===== src/sv/assert_macros.svh =====
// Assertion macros used by the RGB to HSL converter top level.
`ifndef ASSERT_MACROS_SVH
`define ASSERT_MACROS_SVH

// Same-cycle implication, sampled on the rising clock edge.
`define ASSERT_IMPLIES(lbl, clk, rst, ante, cons) \
  lbl: assert property (@(posedge clk) disable iff (rst) (ante) |-> (cons)) \
    else $error("implication check failed");

// Consequent must hold a fixed number of cycles after the antecedent.
`define ASSERT_DELAYED(lbl, clk, rst, ante, n, cons) \
  lbl: assert property (@(posedge clk) disable iff (rst) (ante) |-> ##(n) (cons)) \
    else $error("delayed check failed");

`endif


===== src/sv/rhc_pkg.sv =====
// Package for the RGB to HSL converter: constants, sector codes, divider chain word.
`timescale 1ns / 1ps
`default_nettype none

package rhc_pkg;

  localparam int COMP_W           = 8;
  localparam int QUO_W            = 10;          // hue quotient reaches 960
  localparam int DIV_W            = 18;          // 960 * 255 fits in 18 bits
  localparam int HUE_W            = 13;
  localparam int NUM_CELLS        = QUO_W;       // one quotient bit per cell
  localparam int COMP_MAX         = 255;
  localparam int HUE_SCALE        = 960;
  localparam int HUE_GREEN_OFFSET = 1920;
  localparam int HUE_BLUE_OFFSET  = 3840;
  localparam int HUE_FULL_TURN    = 5760;

  typedef enum logic [1:0] {
    SECT_RED,
    SECT_GREEN,
    SECT_BLUE
  } sector_t;

  // Word handed from cell to cell: two divisions in flight plus side data.
  typedef struct packed {
    logic [DIV_W-1:0]  hue_rem;
    logic [DIV_W-1:0]  hue_div;
    logic [QUO_W-1:0]  hue_quo;
    logic [DIV_W-1:0]  sat_rem;
    logic [DIV_W-1:0]  sat_div;
    logic [QUO_W-1:0]  sat_quo;
    logic              hue_neg;
    sector_t           sector;
    logic [COMP_W-1:0] lightness;
    logic              grey;
  } chain_t;

endpackage

`default_nettype wire


===== src/sv/rhc_prep.sv =====
// Front end: max/min, sector, sum and delta, then divider operands.
`timescale 1ns / 1ps
`default_nettype none

module rhc_prep (
  input  wire logic                     clk,
  input  wire logic                     rst,
  input  wire logic                     in_valid,
  input  wire logic [7:0]               red,
  input  wire logic [7:0]               green,
  input  wire logic [7:0]               blue,
  output logic                          out_valid,
  output rhc_pkg::chain_t               out_data
);
  import rhc_pkg::*;

  // Stage 1 combinational: extremes and sector
  logic [COMP_W-1:0] mx, mn;
  sector_t           sector;
  logic [COMP_W:0]   diff;

  always_comb begin
    mx = red;
    mn = red;
    if (green > mx) mx = green;
    if (blue > mx) mx = blue;
    if (green < mn) mn = green;
    if (blue < mn) mn = blue;
    if (red >= green && red >= blue) begin
      sector = SECT_RED;
    end else if (green >= blue) begin
      sector = SECT_GREEN;
    end else begin
      sector = SECT_BLUE;
    end
    case (sector)
      SECT_RED:   diff = {1'b0, green} - {1'b0, blue};
      SECT_GREEN: diff = {1'b0, blue} - {1'b0, red};
      default:    diff = {1'b0, red} - {1'b0, green};
    endcase
  end

  // Stage 1 registers
  logic              s1_valid;
  sector_t           s1_sector;
  logic [COMP_W:0]   s1_diff;
  logic [COMP_W:0]   s1_sum;
  logic [COMP_W-1:0] s1_delta;

  always_ff @(posedge clk) begin
    if (rst) begin
      s1_valid <= 1'b0;
    end else begin
      s1_valid <= in_valid;
    end
    s1_sector <= sector;
    s1_diff   <= diff;
    s1_sum    <= {1'b0, mx} + {1'b0, mn};
    s1_delta  <= mx - mn;
  end

  // Stage 2 combinational: numerators and pre-shifted divisors
  logic [COMP_W:0]   neg_diff;
  logic [COMP_W-1:0] abs_diff;
  logic [COMP_W:0]   sat_den;
  chain_t            prep;

  always_comb begin
    neg_diff = -s1_diff;
    abs_diff = s1_diff[COMP_W] ? neg_diff[COMP_W-1:0] : s1_diff[COMP_W-1:0];
    if (s1_sum <= (COMP_W+1)'(COMP_MAX)) begin
      sat_den = s1_sum;
    end else begin
      sat_den = (COMP_W+1)'(2 * COMP_MAX) - s1_sum;
    end
    prep.hue_rem   = DIV_W'(abs_diff) * DIV_W'(HUE_SCALE);
    prep.hue_div   = DIV_W'(s1_delta) << (QUO_W - 1);
    prep.hue_quo   = '0;
    prep.sat_rem   = DIV_W'(s1_delta) * DIV_W'(COMP_MAX);
    prep.sat_div   = DIV_W'(sat_den) << (QUO_W - 1);
    prep.sat_quo   = '0;
    prep.hue_neg   = s1_diff[COMP_W];
    prep.sector    = s1_sector;
    prep.lightness = s1_sum[COMP_W:1];
    prep.grey      = (s1_delta == '0);
  end

  // Stage 2 registers
  always_ff @(posedge clk) begin
    if (rst) begin
      out_valid <= 1'b0;
    end else begin
      out_valid <= s1_valid;
    end
    out_data <= prep;
  end

endmodule

`default_nettype wire


===== src/sv/rhc_cell.sv =====
// Divider cell: one restoring step for the hue and saturation quotients.
`timescale 1ns / 1ps
`default_nettype none

module rhc_cell (
  input  wire logic            clk,
  input  wire logic            rst,
  input  wire logic            in_valid,
  input  wire rhc_pkg::chain_t in_data,
  output logic                 out_valid,
  output rhc_pkg::chain_t      out_data
);
  import rhc_pkg::*;

  logic   hue_ge, sat_ge;
  chain_t step;

  // Subtract the shifted divisor when it fits, shift in the quotient bit
  always_comb begin
    hue_ge        = (in_data.hue_rem >= in_data.hue_div);
    sat_ge        = (in_data.sat_rem >= in_data.sat_div);
    step          = in_data;
    step.hue_rem  = hue_ge ? in_data.hue_rem - in_data.hue_div : in_data.hue_rem;
    step.sat_rem  = sat_ge ? in_data.sat_rem - in_data.sat_div : in_data.sat_rem;
    step.hue_div  = in_data.hue_div >> 1;
    step.sat_div  = in_data.sat_div >> 1;
    step.hue_quo  = {in_data.hue_quo[QUO_W-2:0], hue_ge};
    step.sat_quo  = {in_data.sat_quo[QUO_W-2:0], sat_ge};
  end

  always_ff @(posedge clk) begin
    if (rst) begin
      out_valid <= 1'b0;
    end else begin
      out_valid <= in_valid;
    end
    out_data <= step;
  end

endmodule

`default_nettype wire


===== src/sv/rgb_to_hsl_convert.sv =====
// RGB to HSL converter top level: front end, divider cell chain, output stage.
// Pipeline from the accepting edge to the done strobe: 2 front-end stages, 10 divider
// cells, 1 output register; one quotient bit per cell.
// Throughput: one pixel per clock; busy is always low and results are never held.
// Reset (rst, synchronous, active high) clears every valid bit in the pipeline;
// transactions in flight at reset are dropped.
`timescale 1ns / 1ps
`default_nettype none

module rgb_to_hsl_convert (
  input  wire logic        clk,
  input  wire logic        rst,
  input  wire logic        start,
  output logic             busy,
  input  wire logic [7:0]  red,
  input  wire logic [7:0]  green,
  input  wire logic [7:0]  blue,
  output logic             done,
  output logic [12:0]      hue,
  output logic [7:0]       lightness,
  output logic [7:0]       saturation,
  output logic             hue_undefined
);
  import rhc_pkg::*;
  `include "assert_macros.svh"

  localparam int LATENCY = NUM_CELLS + 3;
  localparam int HW      = HUE_W + 1;   // one extra bit for the sign

  // Pipeline never stalls
  assign busy = 1'b0;

  logic   cell_valid [0:NUM_CELLS];
  chain_t cell_data  [0:NUM_CELLS];

  rhc_prep u_prep (
    .clk       (clk),
    .rst       (rst),
    .in_valid  (start && !busy),
    .red       (red),
    .green     (green),
    .blue      (blue),
    .out_valid (cell_valid[0]),
    .out_data  (cell_data[0])
  );

  // Divider chain
  for (genvar i = 0; i < NUM_CELLS; i++) begin : g_cell
    rhc_cell u_cell (
      .clk       (clk),
      .rst       (rst),
      .in_valid  (cell_valid[i]),
      .in_data   (cell_data[i]),
      .out_valid (cell_valid[i+1]),
      .out_data  (cell_data[i+1])
    );
  end

  // Hue: apply sector offset, floor for negative differences, wrap
  chain_t             last;
  logic [QUO_W:0]     hue_mag;
  logic [HW-1:0]      hue_off;
  logic [HW-1:0]      hue_raw;
  logic [HW-1:0]      hue_wrap;

  always_comb begin
    last    = cell_data[NUM_CELLS];
    hue_mag = {1'b0, last.hue_quo} + (QUO_W+1)'(last.hue_rem != '0);
    case (last.sector)
      SECT_RED:   hue_off = '0;
      SECT_GREEN: hue_off = HW'(HUE_GREEN_OFFSET);
      default:    hue_off = HW'(HUE_BLUE_OFFSET);
    endcase
    if (last.hue_neg) begin
      hue_raw = hue_off - HW'(hue_mag);
    end else begin
      hue_raw = hue_off + HW'(last.hue_quo);
    end
    hue_wrap = hue_raw[HW-1] ? hue_raw + HW'(HUE_FULL_TURN) : hue_raw;
  end

  // Output register and strobe
  always_ff @(posedge clk) begin
    if (rst) begin
      done <= 1'b0;
    end else begin
      done <= cell_valid[NUM_CELLS];
    end
    lightness     <= last.lightness;
    hue_undefined <= last.grey;
    hue           <= last.grey ? '0 : hue_wrap[HUE_W-1:0];
    saturation    <= last.grey ? '0 : last.sat_quo[COMP_W-1:0];
  end

  // Checks
  `ASSERT_DELAYED(a_fixed_latency, clk, rst, start && !busy, LATENCY, done)
  `ASSERT_IMPLIES(a_grey_zero, clk, rst, done && hue_undefined, hue == '0 && saturation == '0)
  `ASSERT_IMPLIES(a_hue_range, clk, rst, done, hue < 13'(HUE_FULL_TURN))

endmodule

`default_nettype wire


===== config.mk =====
export PLATFORM = sky130hd
export DESIGN_NAME = rgb_to_hsl_convert
export DESIGN_NICKNAME = d
export VERILOG_FILES = /design/src/sv/rhc_pkg.sv /design/src/sv/rhc_prep.sv /design/src/sv/rhc_cell.sv /design/src/sv/rgb_to_hsl_convert.sv
export VERILOG_INCLUDE_DIRS = /design/src /design/src/sv
export SDC_FILE = /design/constraint.sdc
export NUM_CORES = 1
export LEC_CHECK = 0
export BUFFER_PORTS_ARGS = -buffer_cell sky130_fd_sc_hd__buf_4
export CELL_PAD_IN_SITES_DETAIL_PLACEMENT = 1
export CELL_PAD_IN_SITES_GLOBAL_PLACEMENT = 1
export CORE_MARGIN = 1
export CORE_UTILIZATION = 35
export DETAILED_ROUTE_END_ITERATION = 8
export PLACE_DENSITY = 0.68
export SETUP_SLACK_MARGIN = 0.05
export SLEW_MARGIN = 0
export SYNTH_ARGS = -nofsm -noshare
export SYNTH_HDL_FRONTEND = slang
export SYNTH_HIERARCHICAL = 1
export SYNTH_SLANG_ARGS = --single-unit

===== constraint.sdc =====
create_clock -name clk -period 5.15 [get_ports clk]
set_input_delay 0.2575 -clock clk [delete_from_list [all_inputs] [get_ports clk]]
set_output_delay 0.2575 -clock clk [all_outputs]
set_load 0.05 [all_outputs]

# == After elaboration in Yosys (flattened, before gate mapping) ==
# Index checks and enable logic that the tools add are counted.
# totals
input_bits,27
ff_bits,834
elab_cells,224
output_inout_bits,32
# classes
n_eq_ne,2
n_lt_le_gt_ge,28
multipliers,2
reduce_logical,5
add_sub_neg,30
n_mux,31
# ops
cell,count
18-bit two-way mux,18
8-bit two-way mux,5
18-bit by 10-bit >= comparator with 1-bit output,2
18-bit by 11-bit >= comparator with 1-bit output,2
18-bit by 12-bit >= comparator with 1-bit output,2
18-bit by 13-bit >= comparator with 1-bit output,2
18-bit by 14-bit >= comparator with 1-bit output,2
18-bit by 15-bit >= comparator with 1-bit output,2
18-bit by 16-bit >= comparator with 1-bit output,2
18-bit by 17-bit >= comparator with 1-bit output,2
18-bit by 9-bit >= comparator with 1-bit output,2
18-bit by 10-bit subtractor with 18-bit output,2
18-bit by 11-bit subtractor with 18-bit output,2
18-bit by 12-bit subtractor with 18-bit output,2
18-bit by 13-bit subtractor with 18-bit output,2
18-bit by 14-bit subtractor with 18-bit output,2
18-bit by 15-bit subtractor with 18-bit output,2
18-bit by 16-bit subtractor with 18-bit output,2
18-bit by 17-bit subtractor with 18-bit output,2
8-bit by 8-bit subtractor with 9-bit output,3
8-bit >= comparator,3
12-bit case mux with 2 select lines,1
16-bit by 18-bit >= comparator with 1-bit output,1
18-bit by 8-bit >= comparator with 1-bit output,1
27 further kinds,32

# == Depth between registers and ports, before layout ==
# Gate-level depths: netlist of the first run.
# depth
depth_word,6
mapped_depth,25
ltp_nobuf,24

# == By module ==
# Netlist of the first run, hierarchy kept.
# modules_own_cells
mod,instances,area_each_um2,cells_per_inst,seq_area_each_um2
rhc_cell (g_cell[3].u_cell ...),4,4415.5,440,2062.0
rhc_cell (g_cell[7].u_cell ...),3,4633.2,454,2062.0
rhc_cell (g_cell[1].u_cell ...),2,4458.0,431,2062.0
rhc_prep,1,7354.6,779,1681.6
rhc_cell (g_cell[0].u_cell),1,4505.6,460,2062.0
rgb_to_hsl_convert,1,1863.0,209,620.6

# == Least setup slack after synthesis of the first run ==
# No wires, ideal clock.
# synth_timing
path_type,input -> register
startpoint,input port green[6]
endpoint,register u_prep.s1_sum[8]
stages,24
required_time_ps,5036
slack_ps,385
path_buffers,1
t_arrival_ps,4652
setup_ps,114
cell_sequence,inv_1 -> ha_1 -> a21o_1 -> a221o_1 -> nor2_2 -> mux2i_1 -> ha_1 -> a21o_1 -> a21o_1 -> a211oi_1 -> o31ai_1 -> o21ai_2 -> a31oi_2 -> buf_6 -> mux2_1 -> ha_1 -> inv_1 -> fa_1 -> o21bai_1 -> a21oi_1 -> o21bai_1 -> a21oi_1 -> o21bai_1 -> a21o_1
# synth_between
elab_chain_cells,5
word_cells_on_any_way,9
cone_classes,add/sub (1); order compare (4); mux (4)
# synth_rtl
item,line,rtl
"start, declared",rgb_to_hsl_convert.sv:16,"input wire logic [7:0] green,"
8-bit > comparator / 8-bit less-than comparator (equally long branches),"rhc_prep.sv:25, rhc_prep.sv:27",
"8-bit two-way mux, on equally long branches","rhc_prep.sv:25, rhc_prep.sv:27",
8-bit > comparator / 8-bit less-than comparator (equally long branches),"rhc_prep.sv:26, rhc_prep.sv:28",
"8-bit two-way mux, on equally long branches","rhc_prep.sv:26, rhc_prep.sv:28",
8-bit by 8-bit adder with 9-bit output *,rhc_prep.sv:58,"s1_sum <= {1'b0, mx} + {1'b0, mn};"
"end signal, assigned",rhc_prep.sv:58,
"end, declared",rhc_prep.sv:47,logic [COMP_W:0] s1_sum;
# Every way passes the cells marked *; elsewhere a longest branch is shown, timed or not.
# A chain may end at the register's enable or synchronous reset.

# == Final worst setup path of the first run ==
# Same ends and word-level chain as after synthesis.

==> results of run 1 <==
[flip-flops by register name, summed over array words and instances (netlist names)]
signal / flops
g_cell.u_cell/out_data: 859
u_prep/out_data: 55
hue: 13
g_cell.u_cell/out_valid: 10
u_prep/s1_diff: 9
u_prep/s1_sum: 9
lightness: 8
saturation: 8
u_prep/s1_delta: 7
u_prep/s1_sector: 2
done: 1
hue_undefined: 1
u_prep/out_valid: 1
u_prep/s1_valid: 1
[worst register-to-register path, delay by kind of cell, from the launching register on]
| family | cells | cell delay [ps] |
|---|---|---|
| buffers and inverters | 2 | 90 |
| AOI/OAI and AO/OA | 5 | 980 |
| adders and majority gates | 5 | 2310 |
| xor gates and xnor gates | 1 | 130 |
| DFF | 1 | 530 |
[area by class of cell]
| type | count | area, µm² |
|---|---|---|
| well taps | 1890 | 2360 |
| clock buffers | 146 | 3080 |
| repair buffers | 93 | 708 |
| flip-flops and latches | 984 | 19700 |
| fillers | 15904 | 85700 |
| inverters | 605 | 2270 |
| clock inverters | 55 | 885 |
| multi-input cells | 3436 | 27100 |
[worst max path at each step]
stage | startpoint | endpoint | slack (ps) | cells past startpoint
2_1_floorplan | green[6] | u_prep/s1_sum[8]$_DFF_P_ | 380 | 24
3_3_place_gp | green[7] | u_prep/s1_sum[8]$_DFF_P_ | 40 | 24
3_5_place_dp | green[7] | u_prep/s1_sum[8]$_DFF_P_ | -2 | 24
4_1_cts | green[7] | u_prep/s1_sum[8]$_DFF_P_ | 790 | 24
5_1_grt | green[7] | u_prep/s1_sum[7]$_DFF_P_ | 380 | 23
6_report | green[6] | u_prep/s1_sum[8]$_DFF_P_ | 710 | 24
[layer usage]
metal | GRT usage, % | vias up | part of all wire (%)
li1 | - | 17999 | -
met1 | 19.0 | 16938 | 44
met2 | 29.5 | 382 | 49
met3 | 2.20 | 234 | 2.3
met4 | 7.02 | 0 | 4.3
met5 | 0 | - | 0
[stage by stage]
step           setup TNS [ps]  setup slack (ps)  std cells  area, µm²  hold WS, ps
3_5_place_dp            -2.07             -2.07       7004      52100          313
3_3_place_gp                0              40.0       7004      52100          310
2_1_floorplan               0               385       5195      50200          310
4_1_cts                     0               789       7209      56100         16.7
6_report                    0               713       7209      56100         81.8
5_1_grt                     0               383       7209      56100         37.2
[what timing repair did]
item | CTS | global route
gates resized for setup | 0 | 0
hold buffers | 4 | 0
endpoints found under the hold margin | 14 | 0
==> impl_metrics.env, run 1 <==
export IMPL_status="finished clean"
export IMPL_cts_htree_levels=3
export IMPL_rrSetupSlack_ps=1020
export IMPL_grt_pass1_vias=37809
export IMPL_die_h_um=380
export IMPL_final_util_pct=39.6
export IMPL_cp_start_kind="input pin"
export IMPL_clock_path_buffers=3
export IMPL_r2r_start="u_prep/s1_delta[3]$_DFF_P_"
export IMPL_yosys_warnings=6
export IMPL_die_w_um=380
export IMPL_r2r_end="u_prep/out_data[54]$_DFF_P_"
export IMPL_ioPinCount=59
export IMPL_crit_slowest_cell="a221o_1"
export IMPL_worstPathMaxFanout=6
export IMPL_drc=0
export IMPL_grt_max_degree=36
export IMPL_grt_usage_pct=16.3
export IMPL_finalHoldViolCount=0
export IMPL_viasPerCell=4.93
export IMPL_clk_pin_slew_ps=60
export IMPL_worstPathRequired_ps=5770
export IMPL_drt_iter0_drc=1256
export IMPL_tightest_slew_ps=1150
export IMPL_clock_sinks=984
export IMPL_start_util_pct=35.4
export IMPL_final_cell_mix="984 x dfxtp_1, 605 x inv_1, 491 x ha_1, 363 x a21oi_1, 307 x nand2_1"
export IMPL_grt_pass1_wl_um=194000
export IMPL_place_gp_congestion=0.845
export IMPL_cts_buffers=109
export IMPL_layout_drive_gt1_share_pct=11.7
export IMPL_post_route_period_util_pct=86.2
export IMPL_skew_ps=52.9
export IMPL_firstDrtPassIters=5
export IMPL_hold_end="u_prep/s1_diff[1]$_DFF_P_"
export IMPL_grt_overflow=0
export IMPL_dieArea_um2=145000
export IMPL_fmax_mhz=225
export IMPL_fp_coreArea_um2=142000
export IMPL_worst_path_buf_inv=3
export IMPL_antenna_left=0
export IMPL_crit_type="in2reg"
export IMPL_wl_per_cell_um=16.5
export IMPL_final_common_cell="dfxtp_1"
export IMPL_post_cts_buffers=0
export IMPL_setup_viol=0
export IMPL_cts_root_buf="clkbuf_16"
export IMPL_reg2reg_depth=13
export IMPL_crit_top_cell="a21o_1"
export IMPL_rows=138
export IMPL_post_route_min_period_ps=4440
export IMPL_diodes=0
export IMPL_rsz0062_at_grt="no"
export IMPL_port_buffers=57
export IMPL_slew_headroom_pct=23.4
export IMPL_hold_path_startpoint="green[1]"
export IMPL_arrival_ps=5060
export IMPL_synth_cells=5160
export IMPL_slew_viol_final=0
export IMPL_finalNetCount=5816
export IMPL_crit_path_end_kind="register"
export IMPL_crit_path_cell_trace="buf_4, inv_1, ha_1, a21o_1, a221o_1, nor2_2, mux2i_1, ha_1, a21o_1, a21o_1, a211oi_1, o31ai_1, o21ai_2, a31oi_2, mux2_1, ha_1, inv_1, fa_1, o21bai_1, a21oi_1, o21bai_1, a21oi_1, o21bai_1, a21o_1"
export IMPL_slowest_delay_ps=410
export IMPL_synth_area_um2=50100
export IMPL_min_path_type="in2reg"
export IMPL_antenna_found_initial=0
export IMPL_clkLatencyLatePin_ps=740
export IMPL_post_synth_cell_area_avg_um2=9.71
export IMPL_areaGrowthSynthToFinish_pct=11.9
export IMPL_hpwlAfterDp_um=94300
export IMPL_maxCapViolations=0
export IMPL_cts_tree="built"
export IMPL_min_path_cells=3
export IMPL_totalWireLength_um=119000
export IMPL_critical_path_top_delay_family="compound AO/OA/AOI/OAI gates"
export IMPL_vias=35553
Power of run 1 is left out: the tool's default activity adds up to more than one toggle a clock period on the data nets, which glitch-free logic cannot reach.
==> run 2, diff against run 1 <==
--- a/config.mk
+++ b/config.mk
@@ -11,6 +11,7 @@
 export CELL_PAD_IN_SITES_GLOBAL_PLACEMENT = 1
 export CORE_MARGIN = 1
 export CORE_UTILIZATION = 35
+export CTS_BUF_LIST = sky130_fd_sc_hd__clkbuf_16
 export DETAILED_ROUTE_END_ITERATION = 8
 export PLACE_DENSITY = 0.68
 export SETUP_SLACK_MARGIN = 0.05
==> run 2 against run 1 <==
Net effect: routed wire length hardly changed; maximum frequency about the same; die area did not move; count of clock-buffer cells in the layout decreased by 36; critical path depth is the same; worst setup slack lost 1.6 ps; non-clock buffer count unchanged; final cell count stayed put; sequential share of layout area grew 0.12 points; utilization shrank 0.13 points; design area is 0.34% lower; hold slack improved by 5.0 ps; critical endpoint unchanged.
==> impl_metrics.env, run 2 (synthesis gave the netlist of run 1 again) <==
export IMPL_nFillCells=15931
export IMPL_ioPinCount=59
export IMPL_fp_coreArea_um2=142000
export IMPL_slew_viol_final=0
export IMPL_areaGrowthSynthToFinish_pct=11.5
export IMPL_stdcell_count=7209
export IMPL_drt_iter0_drc=1226
export IMPL_place_gp_congestion=0.845
export IMPL_largest_register_ffs=859
export IMPL_clock_sinks=984
export IMPL_final_cell_mix="984 x dfxtp_1, 622 x inv_1, 491 x ha_1, 363 x a21oi_1, 307 x nand2_1"
export IMPL_cts_htree_levels=3
export IMPL_crit_type="in2reg"
export IMPL_viasPerCell=4.93
export IMPL_place_inst=7004
export IMPL_crit_path_end_kind="register"
export IMPL_clk_pin_slew_ps=60
export IMPL_tightest_slew_ps=1150
export IMPL_antenna_found_initial=0
export IMPL_drc=0
export IMPL_reg_top3="g_cell.u_cell/out_data (859), u_prep/out_data (55), hue (13)"
export IMPL_dpl_worst_slack_ps=-2.07
export IMPL_vias=35570
export IMPL_top_register="g_cell.u_cell/out_data"
export IMPL_finalHoldViolCount=0
export IMPL_post_route_min_period_ps=4440
export IMPL_post_route_period_util_pct=86.2
export IMPL_worstPathMaxFanout=6
export IMPL_hold_buffers=4
export IMPL_die_w_um=380
export IMPL_port_buffers=57
export IMPL_firstDrtPassIters=5
export IMPL_cts_buffers=109
export IMPL_final_common_cell="dfxtp_1"
export IMPL_place_area_um2=52100
export IMPL_hold_worst_slack_ps=86.8
export IMPL_rows=138
export IMPL_totalWireLength_um=119000
export IMPL_skew_ps=52.2
export IMPL_ctsResizeCount=0
export IMPL_cp_start_kind="input pin"
export IMPL_status="finished clean"
export IMPL_antenna_left=0
export IMPL_setup_viol=0
export IMPL_finalNetCount=5816
export IMPL_worstPathRequired_ps=5770
export IMPL_grt_pass1_vias=37801
export IMPL_arrival_ps=5060
export IMPL_slew_headroom_pct=22.9
export IMPL_die_h_um=380
export IMPL_grt_usage_pct=16.3
export IMPL_fmax_mhz=225
export IMPL_layout_drive_gt1_share_pct=11.4
export IMPL_rsz0062_at_grt="no"
export IMPL_hpwlAfterDp_um=94300
export IMPL_diodes=0
export IMPL_cts_tree="built"
export IMPL_grt_pass1_wl_um=194000
export IMPL_post_cts_buffers=0
export IMPL_design_area_um2=55900
export IMPL_start_util_pct=35.4
export IMPL_wl_per_cell_um=16.5
export IMPL_min_path_type="in2reg"
export IMPL_clock_path_buffers=3
export IMPL_grt_overflow=0
export IMPL_dieArea_um2=145000
export IMPL_grt_max_degree=36
export IMPL_clkLatencyLatePin_ps=740
export IMPL_maxCapViolations=0
export IMPL_cts_root_buf="clkbuf_16"
export IMPL_layout_setup_ws_ps=711
## run 2: metal layers
metal | global-route usage [%] | wire length [µm] | share of wire (%)
met1 | 18.9 | 52100 | 44
met3 | 2.20 | 2850 | 2.4
met5 | 0 | 0 | 0
met4 | 6.99 | 5120 | 4.3
met2 | 29.5 | 58900 | 49
## run 2: area by class of cell
cell class | count | area (µm²) | area share, %
Clock buffer | 110 | 2750 | 4.93
Inverter | 605 | 2270 | 4.06
Tap cell | 1890 | 2360 | 4.23
Sequential cell | 984 | 19700 | 35.3
Timing Repair Buffer | 93 | 708 | 1.27
Clock inverter | 91 | 1020 | 1.82
Multi-Input combinational cell | 3436 | 27100 | 48.4
## run 2: worst paths after layout
kind                                                end                                   from  slack [ps]  cells after the start
setup / recovery               u_prep/s1_sum[8]$_DFF_P_                               green[7]         710                     24
setup reg to reg            u_prep/out_data[54]$_DFF_P_             u_prep/s1_delta[3]$_DFF_P_        1020                     13
hold reg to reg   g_cell[7].u_cell/out_data[62]$_DFF_P_  g_cell[6].u_cell/out_data[61]$_DFF_P_         300                      0
hold / removal                u_prep/s1_diff[1]$_DFF_P_                               green[1]          90                      3
## run 2: worst max-delay path: stages
cell	delay, ps
buf_4	120
inv_1	140
ha_1	340
and3_1	230
a221o_1	350
nor2_2	180
mux2i_1	310
ha_1	300
a21o_1	170
a21o_1	180
a211oi_1	300
o31ai_1	140
o21ai_2	170
a31oi_2	100
mux2_1	360
ha_1	190
inv_1	80
fa_1	210
o21bai_1	100
a21oi_1	220
o21bai_1	100
a21oi_1	240
o21bai_1	90
a21o_1	170
## run 2: per-stage QoR
| step | util [%] | TNS [ps] |
|---|---|---|
| 4_1_cts | 39.4 | 0 |
| 3_5_place_dp | 36.7 | -2.07 |
| 3_3_place_gp | 36.7 | 0 |
| 5_1_grt | 39.4 | 0 |
| 2_1_floorplan | - | 0 |
| 6_report | 39.4 | 0 |
Power of run 2 is left out for the same reason.
